[config.mk]
export PLATFORM = sky130hd
export DESIGN_NAME = pafk_merge
export DESIGN_NICKNAME = d
export VERILOG_FILES = /design/src/planar_arm_forward_kinematics_macros.svh /design/src/pafk_pkg.sv /design/src/pafk_merge.sv
export SDC_FILE = /design/constraint.sdc
export NUM_CORES = 1
export LEC_CHECK = 0
export ABC_AREA = 1
export BUFFER_PORTS_ARGS = -buffer_cell sky130_fd_sc_hd__buf_2
export CORE_MARGIN = 1
export CORE_UTILIZATION = 51
export CTS_BUF_LIST = sky130_fd_sc_hd__clkbuf_4
export CTS_CLUSTER_SIZE = 30
export DETAILED_ROUTE_END_ITERATION = 12
export PLACE_DENSITY = 0.89
export SYNTH_ARGS = -nofsm -noshare
export SYNTH_HDL_FRONTEND = slang
export SYNTH_SLANG_ARGS = --single-unit
[constraint.sdc]
create_clock -name aclk -period 3.45 [get_ports aclk]
set_clock_uncertainty 0.15 [all_clocks]
set_input_delay 0.345 -clock aclk [delete_from_list [all_inputs] [get_ports aclk]]
set_output_delay 0.345 -clock aclk [all_outputs]
set_load 0.01 [all_outputs]
[src/planar_arm_forward_kinematics_macros.svh]
// Assertion macros for the planar arm forward kinematics block.
// Used by the top level; expects aclk and aresetn in scope.
`ifndef PLANAR_ARM_FORWARD_KINEMATICS_MACROS_SVH
`define PLANAR_ARM_FORWARD_KINEMATICS_MACROS_SVH

// same-cycle implication, disabled during reset
`define PAFK_ASSERT_IMPL(label, ante, cons, msg) \
    label: assert property (@(posedge aclk) disable iff (!aresetn) (ante) |-> (cons)) \
        else $error(msg);

// next-cycle implication, disabled during reset
`define PAFK_ASSERT_NEXT(label, ante, cons, msg) \
    label: assert property (@(posedge aclk) disable iff (!aresetn) (ante) |=> (cons)) \
        else $error(msg);

`endif

[src/pafk_pkg.sv]
// Package for the planar arm forward kinematics block: widths, types,
// register indexes and sine-series constants. No dependencies.
`timescale 1ns / 1ps
package pafk_pkg;

    localparam int ANGLE_W      = 16;
    localparam int LEN_W        = 16;
    localparam int POS_W        = 19;
    localparam int HEAD_W       = 18;
    localparam int TERM_W       = 18;
    localparam int ARG_W        = 15;
    localparam int SINE_W       = 15;
    localparam int JOINT_FIELDS = 4;
    localparam int MAX_JOINTS_DEFAULT = 4;
    localparam int CFG_ADDR_W   = 5;

    // quarter-wave sine pipeline: angle scale, square, 7 series terms, round
    localparam int TAYLOR_TERMS  = 7;
    localparam int QSINE_STAGES  = 2 + 3 * TAYLOR_TERMS + 1;
    localparam int LANE_STAGES   = QSINE_STAGES + 2;
    localparam logic [31:0] PI_Q30 = 32'd3373259426;
    localparam int RECIP_SHIFT   = 33;

    // register indexes (word address)
    localparam logic [2:0] REG_NUM_JOINTS = 3'd0;
    localparam logic [2:0] REG_LINK_LEN_0 = 3'd1;
    localparam logic [2:0] REG_LINK_LEN_1 = 3'd2;
    localparam logic [2:0] REG_LINK_LEN_2 = 3'd3;
    localparam logic [2:0] REG_LINK_LEN_3 = 3'd4;

    typedef logic [ANGLE_W-1:0]        phase_t;
    typedef logic [LEN_W-1:0]          len_t;
    typedef logic signed [TERM_W-1:0]  term_t;
    typedef logic signed [HEAD_W-1:0]  head_t;
    typedef logic signed [POS_W-1:0]   pos_t;

    // series divisor (2k)(2k+1) for term k
    function automatic int taylor_div(input int k);
        return (2 * k) * (2 * k + 1);
    endfunction

endpackage

[src/pafk_merge.sv]
// Merge stage: sums the lane terms into the tip position and registers
// the result with the heading. Depends on pafk_pkg.
`timescale 1ns / 1ps
module pafk_merge
    import pafk_pkg::*;
#(
    parameter int LANES = MAX_JOINTS_DEFAULT
) (
    input  logic  aclk,
    input  logic  en,
    input  term_t term_x [LANES],
    input  term_t term_y [LANES],
    input  head_t heading,
    output pos_t  tip_x,
    output pos_t  tip_y,
    output head_t tip_heading
);

    pos_t  sum_x, sum_y;
    pos_t  x_reg, y_reg;
    head_t head_reg;

    // adder over the lanes
    always_comb begin
        sum_x = '0;
        sum_y = '0;
        for (int i = 0; i < LANES; i++) begin
            sum_x = sum_x + POS_W'(term_x[i]);
            sum_y = sum_y + POS_W'(term_y[i]);
        end
    end

    always_ff @(posedge aclk) begin
        if (en) begin
            x_reg    <= sum_x;
            y_reg    <= sum_y;
            head_reg <= heading;
        end
    end

    assign tip_x       = x_reg;
    assign tip_y       = y_reg;
    assign tip_heading = head_reg;

endmodule

# Word level (Yosys, flattened, before mapping)
# Index checks and enable logic that the tools add are counted.
[totals] register_bits=56 output_inout_bits=56
[classes] add_sub_neg=6
[ops] op="adder 19 x 18 -> 19 bit" n=4
[ops] op="adder 18 x 18 -> 19 bit" n=2

# Depth between registers and ports, before layout
# Gate-level depths: netlist (run 1).
[logic_depth] depth_word=3 depth_mapped=15 depth_no_buf=15

# Worst setup path after synthesis (run 1)
# No wires, ideal clock.
[synth_timing] path_type="input-to-reg" startpoint="input port term_y[1] (netlist bit)" endpoint="register y_reg[13], in the netlist tip_y[13] (data pin)" setup_time_ns=0.252 arrival_ns=2.610 required_ns=3.048 path_slack_ns=0.438 stages=12 path_buffers=0 cell_sequence="fa_1 -> fa_1 -> ha_1 -> inv_1 -> fa_1 -> nand3b_1 -> nand2_1 -> nand3_1 -> nand2_1 -> nand2_1 -> nand3_1 -> nand2_1"
[synth_via] elab_chain_cells=1
[synth_rtl] element="start: declaration" line="pafk_merge.sv:12" source="input term_t term_y [LANES],"
[synth_rtl] element="adder 19 x 18 -> 19 bit" line="pafk_merge.sv:29" source="sum_y = sum_y + POS_W'(term_y[i]);"
[synth_rtl] element="net sum_y[13]" line="pafk_merge.sv:19" source="pos_t sum_x, sum_y;"
[synth_rtl] element="end signal: assignment" line="pafk_merge.sv:36" source="y_reg <= sum_y;"
[synth_rtl] element="end: declaration" line="pafk_merge.sv:20" source="pos_t x_reg, y_reg;"
# The timed path passes the listed nets, and every way through them passes these cells.
# A chain may end at the register's enable or synchronous reset.

# Worst setup path after layout (run 1)
[layout_timing] startpoint="input port term_y[1] (netlist bit)" endpoint="register y_reg[11], in the netlist tip_y[11] (data pin)"
# Same word-level chain as after synthesis.

==> flow_summary.yaml, run 1 <==
worst_setup_path:
  required_ns: 3.47
  crit_path_end_kind: "flop"
  path_cells: "buf_2 > fa_1 > fa_1 > ha_1 > inv_1 > fa_1 > nand3b_1 > nand2_1 > nand2_1 > nand2_1 > nand3_1 > nand3_1 > nand2_1"
  path_depth: 13
  worstPathArrival_ns: 2.95
  cpLargestDelayFamily: "adder cells"
  cpPeakStageDelay_ns: 0.50
  cp-start-kind: "primary input"
  worst_path_max_delay_cell: "fa_1"
  worst-path-buf-inv: 2
  crit_path_frequent_cell: "nand2_1"
  path_class: "in -> reg"
  critical_path.max_fanout: 4
min_path:
  whs_path_depth: 2
  hold_path.class: "in -> reg"
  min_delay_worst_endpoint: "tip_y[0]"
  worstHoldStart: "term_y[54]"
route:
  route.detailed.drc: 0
  viasPerCell: 4.76
  ant_nets: 0
  dr.first_iter.drc_count: 196
  drt-total-wl_mm: 12.4
  drtPass1Iterations: 5
  vias: 5063
  wl_per_cell_um: 11.7
floorplan:
  core_um2: 10900
  rows: 38
  fp.dieH_um: 108
  fp.dieW_um: 108
  dieArea_um2: 11700
  ios: 220
  start_util_pct: 52.7
cts:
  clkSinkCount: 56
  htree_levels: 2
  clk_pin_slew_ns: 0.18
  root_buffer: "clkbuf_4"
  cts_tree: "built"
  post_cts_resize_count: 0
  clk_path_buf_depth: 2
  cts_made_buffers: 5
power_and_ir_drop:
  clock_power_share_pct: 8.7
  power.density_nw_per_um2: 500
  p_leak_nw: 4.25
  seqPwrFrac_pct: 30.6
  p_sw_mw: 1.62
  comb_power_share_pct: 60.6
  max-vdd-ir-drop_uv: 282
  intPower_mw: 2.01
  swShare_pct: 44.6
timing:
  maxSlewHeadroom_pct: 56.7
  tightestPinTransition_ns: 0.649
  rsz0062_at_grt: "false"
  finalSetupTns_ns: 0
  whs_ns: 0.0971
  setup_viol: 0
  timing.fmax_ghz: 0.341
  finalCritPeriodShare_pct: 85.0
  fin_crit_ns: 2.93
  maxSlewViolCount: 0
  finalHoldViolations: 0
cells_and_area:
  multi_input_area_um2: 3170
  nets: 1194
  drive_gt1_share_pct: 25.1
  regArea_um2: 1680
  area_growth_pct: 26.6
  final_cells: 1064
  nFillCells: 900
run_status:
  outcome: "complete, no violations"
synthesis:
  synth_ff_type: "edfxtp_1"
  ys_warn_count: 0
  synth_top_cell_by_area: "edfxtp_1"
  synth-async-reset-ratio_pct: 0
  synthTopCellsByCount: "inv_1 (237), nand2_1 (140), fa_1 (72)"
  yosys.area.top_type_share_pct: 29.3
  avgSynthCellArea_um2: 8.48
  synth_seq_cells: 56
  syn_nets: 949
  yosysSeqAreaShare_pct: 29.3
  syn-cell-area_um2: 5740
  netlist-cell-type-count: 19
  post-synth-top-count-cell: "inv_1"
  synth_area_leaders: "edfxtp_1 (29%), fa_1 (25%), inv_1 (15%)"
  synthCells: 677
  synth_edf_count: 56
placed_design:
  post-dp-hpwl_mm: 10.5
  gp_congestion: 0.854
  dp.cells: 1037
  portBuffers: 219
grt:
  antenna_found_initial: 1
  grt_pass1_wl_mm: 20.6
  track_usage_pct: 22.4
  grt_pass1_vias: 4869
  gr-total-overflow: 0
  grt_max_degree: 30
job:
  drv_cap: 0
==> repair_timing <==
action | 4_1_cts | 5_1_grt
hold buffers | 17 | 1
setup endpoints to repair | 0 | 0
buffers inserted | 0 | 0
hold endpoints to repair | 17 | 1
==> worst max-delay path by stage <==
stage / from / endpoint
after floorplan: term_y[1] / tip_y[13]
after global placement: term_y[1] / tip_y[17]
after detailed placement: term_y[1] / tip_y[17]
after CTS: term_y[1] / tip_y[13]
after global routing: term_y[1] / tip_y[17]
final: term_y[1] / tip_y[11]
==> registers in the layout, indices dropped and copies added (netlist names) <==
register,count
tip_y,19
tip_heading,18
tip_x,19
==> per-layer routing <==
metal  global-route usage, %  routed length, um
met5                       0                 11
met4                    5.87                244
met1                    26.6               4650
met3                    4.70               1100
met2                    40.9               6400
==> power by group through the flow <==
stage                     registers [mW]  clock network (mW)  logic, mW
after CTS                           1.11               0.327       2.19
after floorplan                     1.25                   0       1.36
after global routing                1.13               0.354       2.49
final                               1.11               0.317       2.20
after detailed placement            1.13                   0       2.16
after global placement              1.12                   0       2.07
==> cell usage in the layout (no fill, tap or decap), drive strengths merged <==
cell	instances
a21oi	32
edfxtp	56
and2	4
diode	1
clkbuf	5
clkinvlp	1
nand2	141
buf	220
clkinv	1
inv	238
o21bai	1
dlygate4sd3	18
a21o	1
xor2	16
xnor2	6
fa	72
nor3	4
nand3	27
nand3b	1
nor2	31
o21ai	12
ha	36
==> stage by stage <==
step                cell area, um2  setup WS [ns]  util (%)  total power [mW]
CTS                           7250          0.518      66.6              3.63
finish                        7270          0.517      66.7              3.63
detailed placement            7020          0.107      64.5              3.29
floorplan                     5740          0.438         -              2.62
global route                  7260          0.358      66.7              3.98
global placement              7020          0.170      64.5              3.19
==> final cells by class <==
cell class                 instances  share of cell area, %
clock inverter                     3                  0.379
timing repair buffer             238                   17.7
multi-input combinational        384                   43.6
clock buffer                       5                  0.517
sequential                        56                   23.1
tap                              140                   2.41
antenna                            1                 0.0344
inverter                         237                   12.2
==> logic make-up after synthesis <==
logic type | share of synthesized area [%]
buffers and inverters | 15.5
AND/OR/NAND/NOR | 14.7
adder cells (fa/ha/maj) | 33.0
flip-flops | 29.3
AO/OA/AOI/OAI | 4.16
XOR/XNOR | 3.36
Note: power is estimated with default switching activity, not from simulation.
==> run 2, diff against run 1 <==
PLACE_DENSITY = unset   (was 0.89)
PLACE_DENSITY_LB_ADDON = 0.3   (was unset)
==> run 2 against run 1 <==
Against the previous run: hold slack improved by 0.028 ns; die area unchanged; final cell count about the same; sequential share of layout area about the same; clock power decreased by 4%; final area about the same.
==> flow_summary.yaml, run 2 (same netlist as run 1, synthesis figures left out) <==
route:
  vias: 4902
  ant_nets: 0
  drt-total-wl_mm: 11.6
  dr.first_iter.drc_count: 234
  viasPerCell: 4.61
  drtPass1Iterations: 5
  wl_per_cell_um: 10.9
  route.detailed.drc: 0
timing:
  tightestPinTransition_ns: 0.570
  finalSetupTns_ns: 0
  setup_viol: 0
  rsz0062_at_grt: "false"
  maxSlewViolCount: 0
  finalHoldViolations: 0
  whs_ns: 0.125
  finalCritPeriodShare_pct: 84.9
  setup_ws_ns: 0.522
  timing.fmax_ghz: 0.342
  fin_crit_ns: 2.93
  maxSlewHeadroom_pct: 62.0
grt:
  grt.met2_usage_pct: 36.7
  antenna_found_initial: 0
  grt_pass1_wl_mm: 19.0
  grt_max_degree: 31
  gr-total-overflow: 0
  grt_pass1_vias: 4481
  track_usage_pct: 20.5
  gr-usage-met1_pct: 26.0
  met3_usage_pct: 4.40
  top_usage_layer: "met2"
floorplan:
  rows: 38
  dieArea_um2: 11700
  fp.dieW_um: 108
  core_um2: 10900
  ios: 220
  start_util_pct: 52.7
  fp.dieH_um: 108
cells_and_area:
  final_common_cell: "inv_1"
  nFillCells: 947
  layout_common_cells: "inv_1 (237), buf_2 (219), nand2_1 (140), fa_1 (72), edfxtp_1 (56)"
  regArea_um2: 1680
  drive_gt1_share_pct: 25.1
  multi_input_area_um2: 3170
  nets: 1194
  antennaDiodeCount: 0
  area_growth_pct: 26.5
min_path:
  hold_path.class: "in -> reg"
job:
  drv_cap: 0
power_and_ir_drop:
  p_sw_mw: 1.57
  p_leak_nw: 4.25
  comb_power_share_pct: 60.2
  clock_power_share_pct: 8.5
  swShare_pct: 43.9
  max-vdd-ir-drop_uv: 308
  power.density_nw_per_um2: 492
  intPower_mw: 2.01
  power.total_mw: 3.58
  seqPwrFrac_pct: 31.3
worst_setup_path:
  worstSetupStartpoint: "term_y[1]"
  worst_path_max_delay_cell: "fa_1"
  worstPathArrival_ns: 2.95
  crit_path_frequent_cell: "nand2_1"
  crit_path_end: "tip_y[13]"
  cpLargestDelayFamily: "adder cells"
  required_ns: 3.47
  cpPeakStageDelay_ns: 0.50
  path_cells: "buf_2 > fa_1 > fa_1 > ha_1 > inv_1 > fa_1 > nand3b_1 > nand2_1 > nand3_1 > nand2_1 > nand2_1 > nand3_1 > nand2_1"
  path_depth: 13
  worst-path-buf-inv: 2
  crit_path_end_kind: "flop"
  cp-start-kind: "primary input"
  critical_path.max_fanout: 4
  path_class: "in -> reg"
placed_design:
  portBuffers: 219
  gp_congestion: 0.859
  place_ws_ns: 0.0976
  post-dp-hpwl_mm: 10.0
cts:
  htree_levels: 2
  cts_setup_buffers: 0
  clk_path_buf_depth: 2
  cts_tree: "built"
  clkSinkCount: 56
  clk_pin_slew_ns: 0.17
  root_buffer: "clkbuf_4"
  cts_made_buffers: 5
run_status:
  outcome: "complete, no violations"
run 2: cell count changes in the layout (fill, tap and decap cells not counted), sizes merged:
cell / delta
diode: -1
run 2: cell type report:
| type | instances | area share [%] |
|---|---|---|
| clock buffer | 5 | 0.517 |
| clock inverter | 3 | 0.379 |
| inverter | 237 | 12.2 |
| multi-input combinational | 384 | 43.6 |
| sequential | 56 | 23.1 |
| tap | 140 | 2.41 |
| timing repair buffer | 238 | 17.7 |
run 2: power groups by stage:
stage          sequential [mW]  combinational, mW  clock [mW]
3_3_place_gp              1.13               2.09           0
6_report                  1.12               2.15       0.304
5_1_grt                   1.14               2.47       0.344
4_1_cts                   1.12               2.17       0.318
2_1_floorplan             1.25               1.36           0
3_5_place_dp              1.13               2.15           0
run 2: how the worst min path moves through the flow:
stage	start	endpoint	slack, ns	depth (start not counted)
after floorplan	heading[0]	tip_heading[0]	0.29	0
after global placement	heading[9]	tip_heading[9]	0.37	1
after detailed placement	heading[1]	tip_heading[1]	0.37	1
after CTS	heading[4]	tip_heading[4]	0.004	1
after global routing	term_x[54]	tip_x[0]	0.11	2
final	term_x[54]	tip_x[0]	0.12	2
run 2: routing by layer:
layer / part of all wire (%) / routed length (um)
met1: 42 / 4820
met2: 49 / 5710
met5: 0 / 0
met3: 8.5 / 980
met4: 0.60 / 70
run 2: stage by stage:
stage | std cells | util, % | area, um2
after detailed placement | 1037 | 64.5 | 7020
after floorplan | 677 | - | 5740
final | 1063 | 66.7 | 7260
after global routing | 1063 | 66.7 | 7260
after CTS | 1062 | 66.6 | 7250
after global placement | 1037 | 64.5 | 7020
run 2: what timing repair did:
item | 4_1_cts | 5_1_grt
hold endpoints to repair | 17 | 1
resized for setup | 0 | 0
hold buffers | 17 | 1
==> run 3, diff against run 2 <==
ABC_AREA = 0   (was 1)
clock period = 2.8 ns   (was 3.45 ns; I/O delays follow)
==> run 3 against run 2 <==
Against the previous run: the run now ends with negative setup slack left; die area down 3.3%; synthesized cell count down 19%; hold slack worse by 0.091 ns; routed wire length up 20%; count of clock-buffer cells in the layout unchanged; sequential power up 28%.
==> flow_summary.yaml, run 3 <==
route:
  drt-total-wl_mm: 13.9
  ant_nets: 0
  wl_per_cell_um: 13.7
  route.detailed.drc: 0
  viasPerCell: 4.85
  drtPass1Iterations: 5
  dr.first_iter.drc_count: 151
  vias: 4918
power_and_ir_drop:
  p_leak_nw: 4.29
  clock_power_share_pct: 6.7
  seqPwrFrac_pct: 26.0
  swShare_pct: 39.7
  p_sw_mw: 2.19
  intPower_mw: 3.33
  max-vdd-ir-drop_uv: 410
  comb_power_share_pct: 67.4
  power.density_nw_per_um2: 687
  power.total_mw: 5.52
worst_setup_path:
  path_cells: "buf_6 > fa_1 > fa_1 > ha_2 > inv_2 > fa_2 > nor2b_2 > o211ai_1 > a311oi_2 > o211ai_1 > mux2i_1 > nor2_1"
  cpPeakStageDelay_ns: 0.50
  worstPathArrival_ns: 3.03
  worstSetupStartpoint: "term_y[37]"
  required_ns: 2.81
  worst_path_max_delay_cell: "fa_1"
  crit_path_end_kind: "flop"
  path_class: "in -> reg"
  crit_path_end: "tip_y[17]"
  cp-start-kind: "primary input"
  critical_path.max_fanout: 3
synthesis:
  yosysSeqAreaShare_pct: 30.3
  syn_nets: 822
  synthTopCellsByCount: "inv_1 (193), fa_1 (72), edfxtp_1 (56)"
  synth_seq_cells: 56
  avgSynthCellArea_um2: 10.1
  synth_top_cell_by_area: "edfxtp_1"
  synth_edf_count: 56
  ys_warn_count: 0
  synth-async-reset-ratio_pct: 0
  netlist-cell-type-count: 46
  syn-cell-area_um2: 5550
  synth_area_leaders: "edfxtp_1 (30%), fa_1 (26%), inv_1 (13%)"
  yosys.area.top_type_share_pct: 30.3
  synthCells: 550
  synth_ff_type: "edfxtp_1"
  post-synth-top-count-cell: "inv_1"
min_path:
  hold_path.class: "in -> reg"
grt:
  gr-usage-met1_pct: 28.7
  antenna_found_initial: 0
  met3_usage_pct: 3.43
  gr-total-overflow: 0
  track_usage_pct: 25.1
  grt.met2_usage_pct: 48.7
  grt_pass1_wl_mm: 22.5
  grt_pass1_vias: 5214
  top_usage_layer: "met2"
  grt_max_degree: 30
floorplan:
  dieArea_um2: 11300
  core_um2: 10400
  fp.dieW_um: 106
  rows: 37
  ios: 220
  start_util_pct: 53.2
  fp.dieH_um: 106
placed_design:
  gp_congestion: 0.838
  post-dp-hpwl_mm: 10.9
  placed_cell_area_um2: 7520
  portBuffers: 219
  place_ws_ns: -0.846
cells_and_area:
  fin_area_um2: 8040
  area_growth_pct: 45.0
  drive_gt1_share_pct: 42.6
  layout_common_cells: "buf_2 (215), inv_1 (183), buf_4 (85), fa_1 (68), edfxtp_1 (56)"
  antennaDiodeCount: 0
  nets: 1149
  nFillCells: 728
  final_common_cell: "buf_2"
  fin_util_pct: 77.2
cts:
  cts_tree: "built"
  htree_levels: 2
  root_buffer: "clkbuf_4"
  clkSinkCount: 56
  cts_made_buffers: 5
  clk_path_buf_depth: 2
  clk_pin_slew_ns: 0.17
timing:
  finalHoldViolations: 0
  finalCritPeriodShare_pct: 108
  fin_crit_ns: 3.02
  setup_viol: 10
  rsz0062_at_grt: "true"
  maxSlewHeadroom_pct: 51.0
  maxSlewViolCount: 0
  setup_ws_ns: -0.218
  tightestPinTransition_ns: 0.735
  timing.fmax_ghz: 0.331
job:
  drv_cap: 0
run_status:
  violations: "negative setup slack"
  outcome: "complete, but fails checks"
==> run 3: cell count changes after synthesis, moves of 5 or more <==
cell and change:
o21a_1 +5, nand2_1 -126, inv_1 -44, a21oi_1 -12
o21ai_1 +6, nor2_1 -9, a31oi_1 +9, o211ai_1 +7
xnor2_1 +17, a21o_1 +12, nand3_1 -18
==> run 3: final cells by class <==
type	count	area [um2]	share of cell area (%)
clock buffer	5	37.5	0.467
multi-input combinational	294	3390	42.2
timing repair buffer	327	2000	24.9
tap	136	170	2.12
clock inverter	3	17.5	0.218
inverter	193	739	9.19
sequential	56	1680	20.9
==> run 3: how the worst min path moves through the flow <==
stage	startpoint	to	slack [ns]	depth (start not counted)
2_1_floorplan	heading[0]	tip_heading[0]	0.23	0
3_3_place_gp	heading[11]	tip_heading[11]	0.31	1
3_5_place_dp	heading[2]	tip_heading[2]	0.31	1
4_1_cts	term_x[54]	tip_x[0]	0.03	2
5_1_grt	term_x[54]	tip_x[0]	0.02	2
6_report	term_y[54]	tip_y[0]	0.03	2
==> run 3: per-stage QoR <==
stage	hold slack, ns	std cells	TNS, ns
3_5_place_dp	0.310	977	-12.52
4_1_cts	0.0277	1014	-0.774
5_1_grt	0.0233	1014	-2.30
3_3_place_gp	0.308	977	-10.43
2_1_floorplan	0.229	550	-3.52
6_report	0.0339	1014	-0.963
==> run 3: cells by family after synthesis <==
group                      synth area share, %
muxes                                    0.181
xor gates and xnor gates                  5.53
AOI/OAI and AO/OA                         10.9
DFF                                       30.3
adders and majority gates                 34.1
and+or+nand+nor                           5.21
buffers and inverters                     13.8
==> run 3: repair_timing <==
item	4_1_cts	5_1_grt
pin swaps	20	21
resized for setup	20	19
setup endpoints to repair	19	20
hold endpoints to repair	18	0
buffers inserted	11	3
hold buffers	18	0
==> run 3: layer usage <==
metal	up-vias	routed length, um
li1	2353	-
met1	2353	5200
met2	183	7540
met3	29	808
met4	0	316
met5	-	0
==> run 3: critical path, delay by kind of cell <==
family	cells	cell delay [ns]
adders and majority gates	4	1.57
AOI/OAI and AO/OA	3	0.66
and+or+nand+nor	2	0.20
muxes	1	0.17
buffers and inverters	2	0.15
==> run 3: power groups by stage <==
stage | sequential (mW) | combinational (mW) | clock, mW
floorplan | 1.60 | 1.87 | 0
global placement | 1.45 | 3.25 | 0
detailed placement | 1.45 | 3.39 | 0
CTS | 1.43 | 3.56 | 0.379
global route | 1.46 | 4.08 | 0.407
finish | 1.43 | 3.72 | 0.369
